--- src/rtl/core/lru_page_replacement_top_assert.svh ---
// Assertion macros shared by the page replacement tracker RTL.
// Each macro expects signals named clk and rst_n in the using module.
`ifndef LRU_PAGE_REPLACEMENT_TOP_ASSERT_SVH
`define LRU_PAGE_REPLACEMENT_TOP_ASSERT_SVH

// Condition that must hold at every clock edge outside reset.
`define LRU_ASSERT_ALWAYS(label, cond, msg) \
  label: assert property (@(posedge clk) disable iff (!rst_n) (cond)) else $error(msg);

// Consequence that must hold in the cycle after the antecedent.
`define LRU_ASSERT_NEXT(label, ante, cons, msg) \
  label: assert property (@(posedge clk) disable iff (!rst_n) (ante) |=> (cons)) \
    else $error(msg);

`endif

--- src/rtl/core/lru_pkg.sv ---
// Package for the page replacement tracker: sizes, result type, capacity helper.
// Used by lru_core and lru_page_replacement_top; depends on nothing.
package lru_pkg;

  localparam int MAX_ENTRIES = 16;
  localparam int IDX_W       = $clog2(MAX_ENTRIES);
  localparam int CNT_W       = $clog2(MAX_ENTRIES + 1);
  localparam int PAGE_W      = 8;
  localparam int CAP_W       = 5;

  localparam logic [CAP_W-1:0] CAP_RESET = CAP_W'(MAX_ENTRIES);

  typedef logic [PAGE_W-1:0] page_t;
  typedef logic [CNT_W-1:0]  count_t;
  typedef logic [CAP_W-1:0]  cap_t;

  typedef struct packed {
    logic   hit;
    logic   evicted;
    page_t  evicted_page;
    count_t resident_count;
  } lru_result_t;

  // A zero capacity acts as one; anything above the built depth saturates.
  function automatic count_t eff_capacity(input cap_t cap);
    count_t res;
    if (cap == '0) begin
      res = count_t'(1);
    end else if (32'(cap) > MAX_ENTRIES) begin
      res = count_t'(MAX_ENTRIES);
    end else begin
      res = count_t'(cap);
    end
    return res;
  endfunction

endpackage

--- src/rtl/core/lru_core.sv ---
// Recency list of resident pages with parallel compare and a reorder registered on each step.
// Depends on lru_pkg and the assertion macro header.
`include "lru_page_replacement_top_assert.svh"

module lru_core (
  input  logic                clk,
  input  logic                rst_n,
  input  logic                step,
  input  lru_pkg::page_t      page,
  input  lru_pkg::count_t     cap_eff,
  output lru_pkg::lru_result_t result
);
  import lru_pkg::*;

  page_t  entries_r   [MAX_ENTRIES];
  page_t  entries_nxt [MAX_ENTRIES];
  count_t occ_r;
  count_t occ_nxt;

  logic [MAX_ENTRIES-1:0] match;
  logic                   hit;
  logic                   room;
  logic [IDX_W-1:0]       pos;
  count_t                 last;
  count_t                 occ_m1;

  always_comb begin
    for (int i = 0; i < MAX_ENTRIES; i++) begin
      match[i] = (count_t'(i) < occ_r) && (entries_r[i] == page);
    end
    hit = |match;
    pos = '0;
    for (int i = MAX_ENTRIES - 1; i >= 0; i--) begin
      if (match[i]) begin
        pos = IDX_W'(i);
      end
    end
    room   = occ_r < cap_eff;
    occ_m1 = occ_r - count_t'(1);

    priority if (hit) begin
      last = count_t'(pos);
    end else if (room) begin
      last = occ_r;
    end else begin
      last = occ_m1;
    end

    entries_nxt[0] = page;
    for (int i = 1; i < MAX_ENTRIES; i++) begin
      entries_nxt[i] = (count_t'(i) <= last) ? entries_r[i-1] : entries_r[i];
    end

    occ_nxt = (!hit && room) ? occ_r + count_t'(1) : occ_r;

    result.hit            = hit;
    result.evicted        = !hit && !room;
    result.evicted_page   = (!hit && !room) ? entries_r[occ_m1[IDX_W-1:0]] : '0;
    result.resident_count = occ_nxt;
  end

  always_ff @(posedge clk) begin
    if (step) begin
      entries_r <= entries_nxt;
    end
  end

  always_ff @(posedge clk) begin
    if (!rst_n) begin
      occ_r <= '0;
    end else if (step) begin
      occ_r <= occ_nxt;
    end
  end

  `LRU_ASSERT_ALWAYS(a_occ_bound, 32'(occ_r) <= MAX_ENTRIES, "occupancy above depth")
  `LRU_ASSERT_ALWAYS(a_hit_no_evict, !(result.hit && result.evicted), "hit and eviction together")
  `LRU_ASSERT_NEXT(a_front_page, step, entries_r[0] == $past(page), "page not at front")
  `LRU_ASSERT_NEXT(a_occ_grow, step && !hit && room, occ_r == $past(occ_r) + count_t'(1),
    "occupancy did not grow on miss with room")

endmodule

--- src/rtl/core/lru_page_replacement_top.sv ---
// A reference passes the input register, then the result register; out_stall can hold it back.
// Throughput: one reference per cycle while out_stall is low; all entries are compared at once.
// Reset (synchronous, rst_n low) empties the list and sets capacity to the full depth.
// Top level of the page replacement tracker: input register, core, result register.
// Depends on lru_pkg, lru_core and the assertion macro header.
`include "lru_page_replacement_top_assert.svh"

module lru_page_replacement_top (
  input  logic                  clk,
  input  logic                  rst_n,
  input  logic                  in_valid,
  output logic                  in_stall,
  input  lru_pkg::page_t        in_page_id,
  output logic                  out_valid,
  input  logic                  out_stall,
  output logic                  out_hit,
  output logic                  out_evicted,
  output lru_pkg::page_t        out_evicted_page,
  output lru_pkg::count_t       out_resident_count,
  input  logic                  cfg_valid,
  output logic                  cfg_ready,
  input  lru_pkg::cap_t         cfg_wdata
);
  import lru_pkg::*;

  logic        stage_valid_r;
  logic        stage_valid_nxt;
  page_t       stage_page_r;
  logic        out_valid_r;
  logic        out_valid_nxt;
  lru_result_t res_r;
  lru_result_t res;
  cap_t        cap_r;
  logic        fire;
  logic        accept;

  assign fire      = stage_valid_r && (!out_valid_r || !out_stall);
  assign in_stall  = stage_valid_r && !fire;
  assign accept    = in_valid && !in_stall;
  assign cfg_ready = 1'b1;

  always_comb begin
    stage_valid_nxt = stage_valid_r;
    if (accept) begin
      stage_valid_nxt = 1'b1;
    end else if (fire) begin
      stage_valid_nxt = 1'b0;
    end
    out_valid_nxt = out_valid_r;
    if (fire) begin
      out_valid_nxt = 1'b1;
    end else if (!out_stall) begin
      out_valid_nxt = 1'b0;
    end
  end

  lru_core u_core (
    .clk     (clk),
    .rst_n   (rst_n),
    .step    (fire),
    .page    (stage_page_r),
    .cap_eff (eff_capacity(cap_r)),
    .result  (res)
  );

  always_ff @(posedge clk) begin
    if (!rst_n) begin
      stage_valid_r <= 1'b0;
      out_valid_r   <= 1'b0;
      cap_r         <= CAP_RESET;
    end else begin
      stage_valid_r <= stage_valid_nxt;
      out_valid_r   <= out_valid_nxt;
      if (cfg_valid && cfg_ready) begin
        cap_r <= cfg_wdata;
      end
    end
  end

  always_ff @(posedge clk) begin
    if (accept) begin
      stage_page_r <= in_page_id;
    end
    if (fire) begin
      res_r <= res;
    end
  end

  assign out_valid          = out_valid_r;
  assign out_hit            = res_r.hit;
  assign out_evicted        = res_r.evicted;
  assign out_evicted_page   = res_r.evicted_page;
  assign out_resident_count = res_r.resident_count;

  `LRU_ASSERT_ALWAYS(a_fire_has_room, !fire || !out_valid_r || !out_stall, "result overwritten")
  `LRU_ASSERT_NEXT(a_fire_gives_out, fire, out_valid_r, "result lost after processing")
  `LRU_ASSERT_NEXT(a_held_stage, stage_valid_r && !fire, stage_valid_r && $stable(stage_page_r),
    "staged item dropped")

endmodule
--- config.mk ---
export PLATFORM = sky130hd
export DESIGN_NAME = lru_page_replacement_top
export DESIGN_NICKNAME = d
export VERILOG_FILES = /design/src/rtl/core/lru_pkg.sv /design/src/rtl/core/lru_core.sv /design/src/rtl/core/lru_page_replacement_top.sv
export VERILOG_INCLUDE_DIRS = /design/src /design/src/rtl/core
export SDC_FILE = /design/constraint.sdc
export NUM_CORES = 1
export LEC_CHECK = 0
export BUFFER_PORTS_ARGS = -buffer_cell sky130_fd_sc_hd__buf_4
export CORE_MARGIN = 5
export CORE_UTILIZATION = 50
export CTS_CLUSTER_DIAMETER = 100
export DETAILED_ROUTE_END_ITERATION = 10
export GPL_ROUTABILITY_DRIVEN = 0
export MAX_ROUTING_LAYER = met4
export PLACE_DENSITY = 0.69
export SLEW_MARGIN = 20
export SYNTH_ARGS = -nofsm -noshare
export SYNTH_HDL_FRONTEND = slang
export SYNTH_SLANG_ARGS = --single-unit
--- constraint.sdc ---
create_clock -name clk -period 4.2 [get_ports clk]
set_input_delay 0.21 -clock clk [delete_from_list [all_inputs] [get_ports clk]]
set_output_delay 0.21 -clock clk [all_outputs]
set_load 0.02 [all_outputs]
==> results of run 1 <==
cell type report:
class,instances,area [um^2]
Clock inverter,13,125
Fill cell,1335,7250
Inverter,14,52.6
Timing Repair Buffer,77,628
Multi-Input combinational cell,401,3610
Tap cell,225,282
Sequential cell,163,4780
Clock buffer,19,453
cells in the final DEF, fill, tap and decap left out, types with 10 or more instances in the layout:
cell type      synthesis  routed
dlygate4sd3_1          0      10
clkbuf_16              0      17
inv_1                 12      12
edfxtp_1             151     151
nor2b_1               11      11
buf_4                  7      65
a21oi_1               14      14
dfxtp_1               12      11
mux4_2                40      40
nor3_1                11      11
nand2_1               24      24
xnor2_1               97      97
nor2_1                19      19
nand4_1               25      25
xor2_1                42      42
nor4_1                12      12
logic make-up (layout without fill, tap and decap cells):
group,after synthesis,after routing,synth area share [%]
flops,163,163,54.8
simple gates,148,148,10.2
xor+xnor,139,139,14.0
compound gates,59,59,4.95
buf+inv,49,123,3.89
mux,47,47,11.2
fa+ha+maj,7,7,1.00
other cells,1,1,0.0430
how the worst max path moves through the flow:
stage	startpoint	end	slack (ps)	cells past startpoint
after floorplan	u_core.occ_r[0]	u_core.entries_r[64]	260	10
after CTS	u_core.occ_r[0]	u_core.entries_r[8]	480	10
final	stage_page_r[3]	u_core.entries_r[8]	440	9
after global routing	u_core.occ_r[0]	u_core.entries_r[8]	290	10
after global placement	u_core.occ_r[0]	u_core.entries_r[8]	630	10
after detailed placement	u_core.occ_r[0]	u_core.entries_r[9]	510	10
power groups by stage:
| stage | Sequential (mW) | Combinational [mW] | Clock, mW |
|---|---|---|---|
| 2_1_floorplan | 1.90 | 0.368 | 0 |
| 3_3_place_gp | 1.91 | 0.520 | 0 |
| 3_5_place_dp | 1.92 | 0.524 | 0 |
| 4_1_cts | 1.88 | 0.535 | 1.53 |
| 5_1_grt | 1.89 | 0.567 | 1.61 |
| 6_report | 1.89 | 0.537 | 1.51 |
state kept, by name, indices dropped and copies added, names as in the netlist:
| register | count |
|---|---|
| out_valid | 1 |
| u_core.occ_r | 5 |
| stage_valid_r | 1 |
| out_hit | 1 |
| cap_r | 5 |
| u_core.entries_r | 128 |
| out_evicted_page | 8 |
| out_resident_count | 5 |
| stage_page_r | 8 |
| out_evicted | 1 |
worst max-delay path, delay by kind of cell (launching register included):
kind / cells / cell delay (ps)
simple gates: 5 / 1150
flops: 1 / 780
buf+inv: 1 / 270
compound gates: 2 / 1010
xor+xnor: 1 / 170
per-stage QoR:
step           utilization [%]  std cells  power, mW  setup slack [ps]
2_1_floorplan                -        613       2.27               259
3_3_place_gp              53.8        870       2.43               627
3_5_place_dp              53.8        870       2.44               505
4_1_cts                   57.8        912       3.94               478
5_1_grt                   57.8        912       4.06               295
6_report                  57.8        912       3.93               444
layer usage:
metal | track usage [%] | vias to the layer above | wire length (um)
met5 | - | - | 0
met4 | 9.19 | 0 | 777
met3 | 5.71 | 49 | 1600
met2 | 36.5 | 278 | 10800
met1 | 30.3 | 2779 | 9070
li1 | - | 2450 | -
repair_timing:
action / 4_1_cts / 5_1_grt
setup endpoints to repair: 0 / 0
buffers inserted: 0 / 0
hold buffers: 10 / 0
endpoints found under the hold margin: 10 / 0
==> results by group, run 1 <==
Synth
  – Share of the synthesized area in the top cell type: 52.0%
  – Ys Warns: 0
  – Async SR Flop Fraction: 0%
  – Area leader, netlist: edfxtp_1
  – Cells after Synth: 613
  – Most numerous cell in the Yosys netlist: edfxtp_1
  – Area contributors post-synth: edfxtp_1 52%, mux4_2 10%, xnor2_1 9.7%
  – Top post-synthesis cells by count: 151 x edfxtp_1, 97 x xnor2_1, 42 x xor2_1, 40 x mux4_2, 25 x nand4_1
  – Top_reg_cell synth: edfxtp_1
  – Number of flops mapped to enable cells by yosys: 151
  – Post-Syn Area per Cell: 14.2 um^2
  – Post-Syn Area: 8720 um^2
  – Number of synthesized register bits: 163
  – Mapped Nets: 638
  – Register area share after synthesis: 54.8%
  – Synth cell types: 66

Timing
  – Final cycle utilization of the critical path: 89.4%
  – Setup TNS: 0 ps
  – Relative slew slack: 30.6%
  – Fmax achieved: 266 MHz
  – Fin Clk Skew: 11.6 ps
  – Fin. max-slew vios: 0
  – Hold_ws: 23.3 ps
  – Worst slew pin tran: 1040 ps
  – Tmin final: 3760 ps
  – Final hold violations: 0
  – Final setup vio count: 0
  – Unrepaired setup endpoints after global routing: no

Detailed routing
  – Routed Antenna Nets: 0
  – DR vias: 5556
  – First-pass DRT Iterations: 5
  – Wire length per cell: 24.4 um
  – Post-Route WL: 22200 um
  – Vias per cell: 6.09
  – Drt drc: 0
  – DR iter-0 viols: 525

Power and ir drop
  – Reg power frac: 47.9%
  – Combinational share of power: 13.7%
  – Clock power frac: 38.4%
  – PD cells: 396 nW/um^2
  – LEAKAGE: 3.28 nW
  – Sw Pwr: 1.00 mW
  – Int Pwr: 2.93 mW
  – Worst vdd ir: 0.385 mV
  – Sw frac: 25.5%

Global route
  – Largest net degree at the start of global routing: 25
  – Initial antenna violation count: 0
  – Total GRT Usage: 23.6%
  – First-pass GRT wire length: 34400 um
  – Vias in the first global route: 5770
  – GRT Residual Overflow: 0

Placement
  – Dpl cell area: 9250 um^2
  – Final HPWL DP: 16600 um
  – # port buffers: 34

Worst setup path
  – CP required: 4250 ps
  – Worst path slowest cell: edfxtp_1
  – Crit-path max FO: 11
  – Crit. End Element: flip-flop
  – Worst Reg-to-Reg Cells: 9
  – Worst path cell trace: buf_4, xor2_1, nor3_1, nand3_2, nand4_2, or3_4, a311o_1, or2_4, a21oi_1
  – CP arrival: 3800 ps
  – Worst path max stage delay: 780 ps
  – Reg-to-reg endpoint: u_core.entries_r[8]
  – Critical R2R Launch: stage_page_r[3]
  – CP Class: flip-flop to flip-flop
  – Setup crit start kind: flip-flop
  – Internal reg-to-reg setup slack: 440 ps

Clocking
  – Root Driver: clkbuf_16
  – CTS tree: done
  – Worst-path clk slew: 70 ps
  – Worst-Skew Late Latency: 430 ps
  – Clk sinks: 163
  – H-tree depth: 4
  – Longest Clk Path Bufs: 2
  – CTS Buf Count: 17
  – CTS resizes: 0

Run status
  – Outcome: finished clean

Min path
  – Worst hold path class: input port to flip-flop
  – Worst hold stages: 3
  – Worst Hold Launch: cfg_wdata[3]
  – Hold EP: cap_r[3]

Cells and area
  – ANT cells: 0
  – Layout cells sized above 1: 24.3%
  – Cell area after layout: 9930 um^2
  – P&R area growth vs syn: 13.9%
  – Final net count: 699

Floorplan
  – IO Count: 36
  – Die ar.: 20200 um^2
  – Std-Cell Rows: 48
  – Initial core utilization: 50.7%
  – Die Width: 142 um
  – Floorplan core area: 17200 um^2
  – Die H: 142 um

Flow run
  – Max Cap Viol: 0
No activity file was read; power rests on OpenSTA's default activity.
==> inputs of run 2 (changes only) <==
--- a/config.mk
+++ b/config.mk
@@ -12,8 +12,11 @@
 export CTS_CLUSTER_DIAMETER = 100
 export DETAILED_ROUTE_END_ITERATION = 10
 export GPL_ROUTABILITY_DRIVEN = 0
+export GPL_TIMING_DRIVEN = 0
+export HOLD_SLACK_MARGIN = 0.08
 export MAX_ROUTING_LAYER = met4
 export PLACE_DENSITY = 0.69
+export SKIP_CTS_REPAIR_TIMING = 1
 export SLEW_MARGIN = 20
 export SYNTH_ARGS = -nofsm -noshare
 export SYNTH_HDL_FRONTEND = slang
==> results by group, run 2 (synthesized netlist as in run 1, its figures left out) <==
Clocking
  – Root Driver: clkbuf_16
  – CTS tree: done
  – CTS Buf Count: 17 (unchanged)
  – Worst-path clk slew: 60 ps (about the same)
  – Longest Clk Path Bufs: 2 (unchanged)
  – H-tree depth: 4 (unchanged)
  – Worst-Skew Late Latency: 430 ps (about the same)
  – Clk sinks: 163 (unchanged)

Timing
  – Worst slew pin tran: 1010 ps (-26.0 ps)
  – Final setup vio count: 0 (unchanged)
  – Setup TNS: 0 ps (unchanged)
  – Fin Clk Skew: 10.7 ps (-0.908 ps)
  – Final hold violations: 0 (unchanged)
  – Fin. max-slew vios: 0 (unchanged)
  – Final cycle utilization of the critical path: 97.9% (+8.5 points)
  – Unrepaired setup endpoints after global routing: yes
  – Fmax achieved: 243 MHz (-8.7%)
  – Relative slew slack: 32.4% (+1.7 points)
  – Tmin final: 4110 ps (+358 ps)

Worst setup path
  – CP required: 4250 ps (about the same)
  – WP depth: 9 (unchanged)
  – Critical R2R Launch: u_core.occ_r[0]
  – Worst path max stage delay: 750 ps (-30 ps)
  – Cell family with most CP delay: buffers and inverters
  – Crit-path max FO: 10 (-1)
  – Crit. End Element: flip-flop
  – Worst path cell trace: buf_2, clkbuf_2, inv_1, ha_1, clkbuf_2, o21ai_0, a22oi_2, buf_4, o31ai_2
  – Worst Setup SP: u_core.occ_r[0]
  – Worst path most repeated cell: clkbuf_2
  – Setup crit start kind: flip-flop
  – Internal reg-to-reg setup slack: 90 ps (-360 ps)
  – Buffers and inverters on the worst path: 5 (+4)
  – CP arrival: 4160 ps (+360 ps)
  – CP Class: flip-flop to flip-flop
  – Worst path slowest cell: o31ai_2
  – Worst Reg-to-Reg Cells: 9 (unchanged)

Floorplan
  – Die ar.: 20200 um^2 (unchanged)
  – Std-Cell Rows: 48 (unchanged)
  – Floorplan core area: 17200 um^2 (unchanged)
  – Initial core utilization: 50.7% (unchanged)
  – Die Width: 142 um (unchanged)
  – IO Count: 36 (unchanged)
  – Die H: 142 um (unchanged)

Cells and area
  – Largest register FFs: 128 (unchanged)
  – Area of the multi-input gates: 3680 um^2 (+1.8%)
  – Final net count: 705 (+0.86%)
  – Layout cells sized above 1: 24.2% (-0.066 points)
  – Cell area after layout: 10100 um^2 (+1.5%)
  – P&R area growth vs syn: 15.5%
  – Commonest non-fill, non-tap cells in the layout: 151 x edfxtp_1, 96 x xnor2_1, 42 x xor2_1
  – Filler cells: 1391 (+4.2%)
  – Register area: 4770 um^2 (about the same)
  – Commonest non-fill, non-tap cell in the layout: edfxtp_1
  – Biggest register: u_core.entries_r
  – Non-Filler Instances: 919 (+0.77%)

Power and ir drop
  – Worst vdd ir: 0.425 mV (+10%)
  – Combinational share of power: 14.2% (+0.5 points)
  – Clock power frac: 38.8% (+0.4 points)
  – Reg power frac: 47.1% (-0.8 points)
  – LEAKAGE: 3.32 nW (+1.4%)
  – Int Pwr: 2.98 mW (+1.8%)
  – Sw frac: 25.0% (-0.49 points)
  – Sw Pwr: 0.994 mW (-0.84%)
  – PD cells: 395 nW/um^2 (-0.36%)

Global route
  – GRT Residual Overflow: 0 (unchanged)
  – Largest net degree at the start of global routing: 28 (+12%)
  – Vias in the first global route: 5617 (-2.7%)
  – First-pass GRT wire length: 32600 um (-5.4%)
  – Initial antenna violation count: 1 (+1)
  – Total GRT Usage: 22.7% (-0.87 points)

Placement
  – Final HPWL DP: 17000 um (+2.1%)
  – # port buffers: 33 (-2.9%)
  – Dpl cell area: 9280 um^2 (+0.35%)
  – # placed instances: 872 (+0.23%)

Run status
  – Outcome: finished clean

Min path
  – Worst hold stages: 3 (unchanged)
  – Worst hold path class: input port to flip-flop
  – Worst Hold Launch: rst_n

Flow run
  – Max Cap Viol: 0 (unchanged)

Detailed routing
  – Wire length per cell: 23.6 um (-3.2%)
  – First-pass DRT Iterations: 5 (unchanged)
  – Drt drc: 0 (unchanged)
  – DR iter-0 viols: 450 (-14%)
  – DR vias: 5521 (-0.63%)
  – Vias per cell: 6.01 (-1.4%)
  – Routed Antenna Nets: 0 (unchanged)
  – Post-Route WL: 21700 um (-2.4%)
run 2: metrics by stage:
step           util (%)  power [mW]  setup slack, ps  hold slack [ps]
2_1_floorplan         -        2.27              259              309
3_3_place_gp       53.8        2.43             -873              389
3_5_place_dp       54.0        2.45             -562              389
4_1_cts            57.5        3.97             -594            -59.0
5_1_grt            58.6        4.11            -73.8             87.3
6_report           58.6        3.98             86.6             66.3
run 2: tightest hold or removal path, stage by stage:
cell,delay [ps]
buf_4,120
nand2_1,60
mux2i_1,50
run 2: metal layers:
layer / global-route usage (%) / part of all wire, % / vias to the layer above
li1: - / - / 2472
met4: 8.69 / 2.9 / 0
met1: 28.6 / 41 / 2758
met5: - / 0 / -
met2: 35.5 / 49 / 250
met3: 5.98 / 7.6 / 41
run 2: area by class of cell:
| class | instances | share of cell area (%) |
|---|---|---|
| Sequential cell | 163 | 47.4 |
| Multi-Input combinational cell | 401 | 36.5 |
| Clock buffer | 23 | 5.29 |
| Timing Repair Buffer | 49 | 4.00 |
| Buffer | 34 | 2.83 |
| Tap cell | 225 | 2.80 |
| Clock inverter | 9 | 0.621 |
| Inverter | 14 | 0.522 |
| Antenna cell | 1 | 0.0248 |
run 2: worst paths after layout:
check	endpoint
max	u_core.entries_r[97]
min	u_core.occ_r[3]
max reg2reg	u_core.entries_r[97]
min reg2reg	u_core.entries_r[120]
run 2: power groups by stage:
stage | clock network, mW | logic, mW | registers (mW)
global placement | 0 | 0.528 | 1.90
global route | 1.64 | 0.595 | 1.88
finish | 1.54 | 0.564 | 1.87
CTS | 1.56 | 0.542 | 1.87
floorplan | 0 | 0.368 | 1.90
detailed placement | 0 | 0.540 | 1.91
